`config.mk`:
```
export PLATFORM = sky130hd
export DESIGN_NAME = pbb_ram
export DESIGN_NICKNAME = d
export VERILOG_FILES = /design/src/rtl/core/pbb_ram.sv
export SDC_FILE = /design/constraint.sdc
export NUM_CORES = 1
export LEC_CHECK = 0
export BUFFER_PORTS_ARGS = -buffer_cell sky130_fd_sc_hd__buf_2
export CAP_MARGIN = 5
export CELL_PAD_IN_SITES_DETAIL_PLACEMENT = 1
export CELL_PAD_IN_SITES_GLOBAL_PLACEMENT = 2
export CORE_UTILIZATION = 40
export CTS_CLUSTER_SIZE = 10
export DETAILED_ROUTE_END_ITERATION = 6
export PLACE_DENSITY = 0.68
export SLEW_MARGIN = 20
export SYNTH_ARGS = -nofsm -noshare
export SYNTH_HDL_FRONTEND = slang
export SYNTH_SLANG_ARGS = --single-unit
export TNS_END_PERCENT = 1
```
`constraint.sdc`:
```
create_clock -name clk -period 1.7 [get_ports clk]
set_input_delay 0.17 -clock clk [delete_from_list [all_inputs] [get_ports clk]]
set_output_delay 0.17 -clock clk [all_outputs]
set_load 0.01 [all_outputs]
```
`src/rtl/core/pbb_ram.sv`:
```
// Simple dual-port synchronous RAM, one write and one registered read port.
// Depends on nothing.
module pbb_ram #(
  parameter int unsigned W = 8,
  parameter int unsigned D = 16
) (
  input  logic                 clk,
  input  logic                 we,
  input  logic [$clog2(D)-1:0] waddr,
  input  logic [W-1:0]         wdata,
  input  logic [$clog2(D)-1:0] raddr,
  output logic [W-1:0]         rdata
);

  logic [W-1:0] mem [D];

  always_ff @(posedge clk) begin
    if (we) begin
      mem[waddr] <= wdata;
    end
    rdata <= mem[raddr];
  end

endmodule

```
Word level (Yosys, flattened, before mapping)
Memories as Yosys holds them, arrays and structs flattened. A register that Yosys moved wholly into a read port is not among the register bits.
Cells that the tools add are included.
{ "totals": {"ff_bits": 0, "mem_bits_rw": 128, "in_bits": 18, "output_inout_bits": 8, "word_cells": 3, "memories": 1} }
{ "classes": {"mux": 2} }
{ "memory_table": {"columns": ["memory", "depth", "width", "rd", "rd_ports_with_merged_regs", "write_ports", "line_no", "rtl"], "rows": [
  ["mem", 16, 8, 1, 1, 1, "15", "logic [W-1:0] mem [D];"]
]} }
{ "ops": {"columns": ["operator", "n"], "rows": [
  ["$mux W1", 2]
]} }

Longest topological paths before layout
{ "depth": {"depth_word": 2, "mapped_depth": 5, "ltp_nobuf": 3} }

Worst setup path after synthesis
No wires, ideal clock.
{ "synth_timing": {"path_type": "in2reg", "startpoint": "input waddr[2]", "endpoint": "memory mem[0][0] (enable)", "setup_time_ns": 0.383, "t_arrival_ns": 1.280, "required_ns": 1.317, "slack_ns": 0.037, "stages": 2, "path_buffers": 0, "cell_sequence": "or3b_2 nor3_1"} }
{ "synth_lines": {"columns": ["element", "line_no", "rtl"], "rows": [
  ["from (decl)", "9", "input logic [$clog2(D)-1:0] waddr,"],
  ["to (decl)", "15", null]
]} }
Straight into the memory's write port.

==> flow_summary.toml <==
[floorplanning]
core_mm2 = 0.0126
num_rows = 41
io_pins = 26
start_util_pct = 41.0
dieArea_mm2 = 0.0133
die_x_um = 115
dieHeight_um = 115

[yosys]
syn_inst = 229
yosysWarnings = 0
synth.distinct_cells = 19
avgSynthCellArea_um2 = 22.5
seq_area_frac_synth_pct = 77.8
syn_area_mm2 = 0.00515
syn_nets = 247
ys_ff_latch = 136

[place]
placed_cells = 439
dp_hpwl_um = 6870
port-buffer-count = 25
place.gp.congestion = 0.692

[sta]
setup_viol = 0
fin_crit_sh_pct = 84.5
tightest_slew_ns = 0.378
whs_ns = 0.146
slew_violations = 0
final.min_clock_period_ns = 1.44
max_freq_mhz = 696
max_slew_margin_pct = 74.8
hold_viol = 0
fin_skew_ns = 0.00482
tns_ns = 0
rsz0062_at_grt = "false"

[run]
maxCapViolations = 0

[critical_path]
startpoint_type = "flip-flop"
crit_type = "flip-flop to flip-flop"
cp-end-kind = "flip-flop"
critPathRequiredTime_ns = 1.97
cp_max_fo = 1
crit_arrival_ns = 1.70
reg2reg_depth = 3

[hold_path]
hold_path_class = "input port to flip-flop"
holdPathStages = 1

[clock_network]
clkSlewWorstSetupHoldPaths_ns = 0.06
cts-root-buf = "clkbuf_16"
clock_latency_ns = 0.41
clk_path_buf_depth = 2
cts_buffers = 17
post-cts-setup-buffers = 0
cts.hold.buffers_added = 0
cts_resized = 0
htree_levels = 4
clock-sinks = 136
cts_tree = "yes"

[layout]
nFillCells = 1120
nets = 304
area_delta_synth_final_pct = 21.0
drive_gt1_share_pct = 33.1
final_cells = 471
num_antenna_cells = 0

[global_route]
grt_pass1_vias = 2599
grt_pass1_wl_um = 15800
grt-ovfl-total = 0
antenna_found_initial = 0
track_usage_pct = 17.5
grt_max_degree = 33

[route]
remaining_drc_errors = 0
viasPerCell = 5.23
route.vias.total = 2464
drt-total-wl_um = 10500
first_pass_iters = 4
ant_nets = 0
wl_per_cell_um = 22.2
drt_iter0_drc = 235

[pwr]
vdd_drop_max_uv = 761
power.leakage_nw = 2.12
power_density_mw_per_mm2 = 1280
finalPower_mw = 7.96

[outcome]
status = "finished, final reports clean"
[kinds of logic (layout without fill, tap and decap cells)]
logic type	Yosys count	after routing	synth area share, %
buffers and inverters	10	80	1.68
AOI/OAI and AO/OA	16	16	2.33
and+or+nand+nor	35	35	3.18
DFF	136	136	77.8
muxes	32	32	15.0
[worst max-delay path: stages (launching register included)]
cell and delay [ns]:
edfxtp_1 0.37, mux4_1 0.55, a22oi_1 0.23, nand2_1 0.15
[routing by layer]
layer / vias to the layer above / GRT usage, % / part of all wire, %
li1: 1090 / - / -
met1: 1292 / 22.3 / 42
met2: 73 / 29.0 / 51
met3: 9 / 4.34 / 5.2
met4: 0 / 7.01 / 1.0
met5: - / 0 / 0
[stage by stage]
stage | setup WS, ns | instance area [µm²] | util, %
CTS | 0.238 | 6230 | 49.5
global route | 0.222 | 6230 | 49.5
global placement | -0.0711 | 5600 | 44.5
floorplan | 0.0371 | 5150 | -
detailed placement | -0.0969 | 5600 | 44.5
finish | 0.264 | 6230 | 49.5
[final cells by class]
class | count | area (µm²) | area share (%)
Timing Repair Buffer | 48 | 323 | 5.18
Clock inverter | 15 | 201 | 3.24
Clock buffer | 17 | 425 | 6.83
Tap cell | 172 | 215 | 3.46
Multi-Input combinational cell | 83 | 1060 | 17.0
Sequential cell | 136 | 4000 | 64.3
[synthesized netlist by cell type]
master / instances / area [µm²]
clkdlybuf4s25_2: 3 / 30.0
mux4_2: 18 / 405
nand3b_1: 2 / 15.0
a22oi_1: 16 / 120
or3b_2: 1 / 8.76
nand2b_1: 2 / 12.5
nand2_1: 9 / 33.8
buf_4: 1 / 7.51
edfxtp_1: 128 / 3840
nor2_1: 13 / 48.8
nor3_1: 4 / 20.0
buf_6: 3 / 33.8
nor2b_1: 1 / 6.26
and2_1: 1 / 6.26
and2b_1: 1 / 7.51
dfxtp_1: 8 / 160
nand3_1: 1 / 5.00
buf_2: 3 / 15.0
mux4_1: 14 / 368
[power by group]
group          internal (mW)  total, mW  switching, mW
Clock                   2.46       3.83           1.37
Combinational          0.157      0.365          0.208
Sequential              3.75       3.77         0.0226
[state kept, by name, indices dropped and copies added (netlist names)]
signal  cells
rdata       8
mem       128
[worst paths after layout]
path | from | endpoint | slack, ns
max | mem[5][1]$_DFFE_PP_ | rdata[1]$_DFF_P_ | 0.26
min | wdata[2] | mem[6][2]$_DFFE_PP_ | 0.15
max reg2reg | mem[5][1]$_DFFE_PP_ | rdata[1]$_DFF_P_ | 0.26
min reg2reg | mem[14][4]$_DFFE_PP_ | rdata[4]$_DFF_P_ | 0.68
[placed cells by master, fill, tap and decap left out, drive strengths merged]
| cell type | instances |
|---|---|
| nand3b | 2 |
| edfxtp | 128 |
| clkbuf | 17 |
| and2b | 1 |
| inv | 2 |
| mux4 | 32 |
| nor2b | 1 |
| nor3 | 4 |
| dfxtp | 8 |
| and2 | 1 |
| nand2b | 2 |
| buf | 48 |
| nand2 | 9 |
| nand3 | 1 |
| bufinv | 4 |
| nor2 | 13 |
| or3b | 1 |
| clkinvlp | 3 |
| a22oi | 16 |
| clkinv | 6 |
No activity file was read; power rests on OpenSTA's default activity.
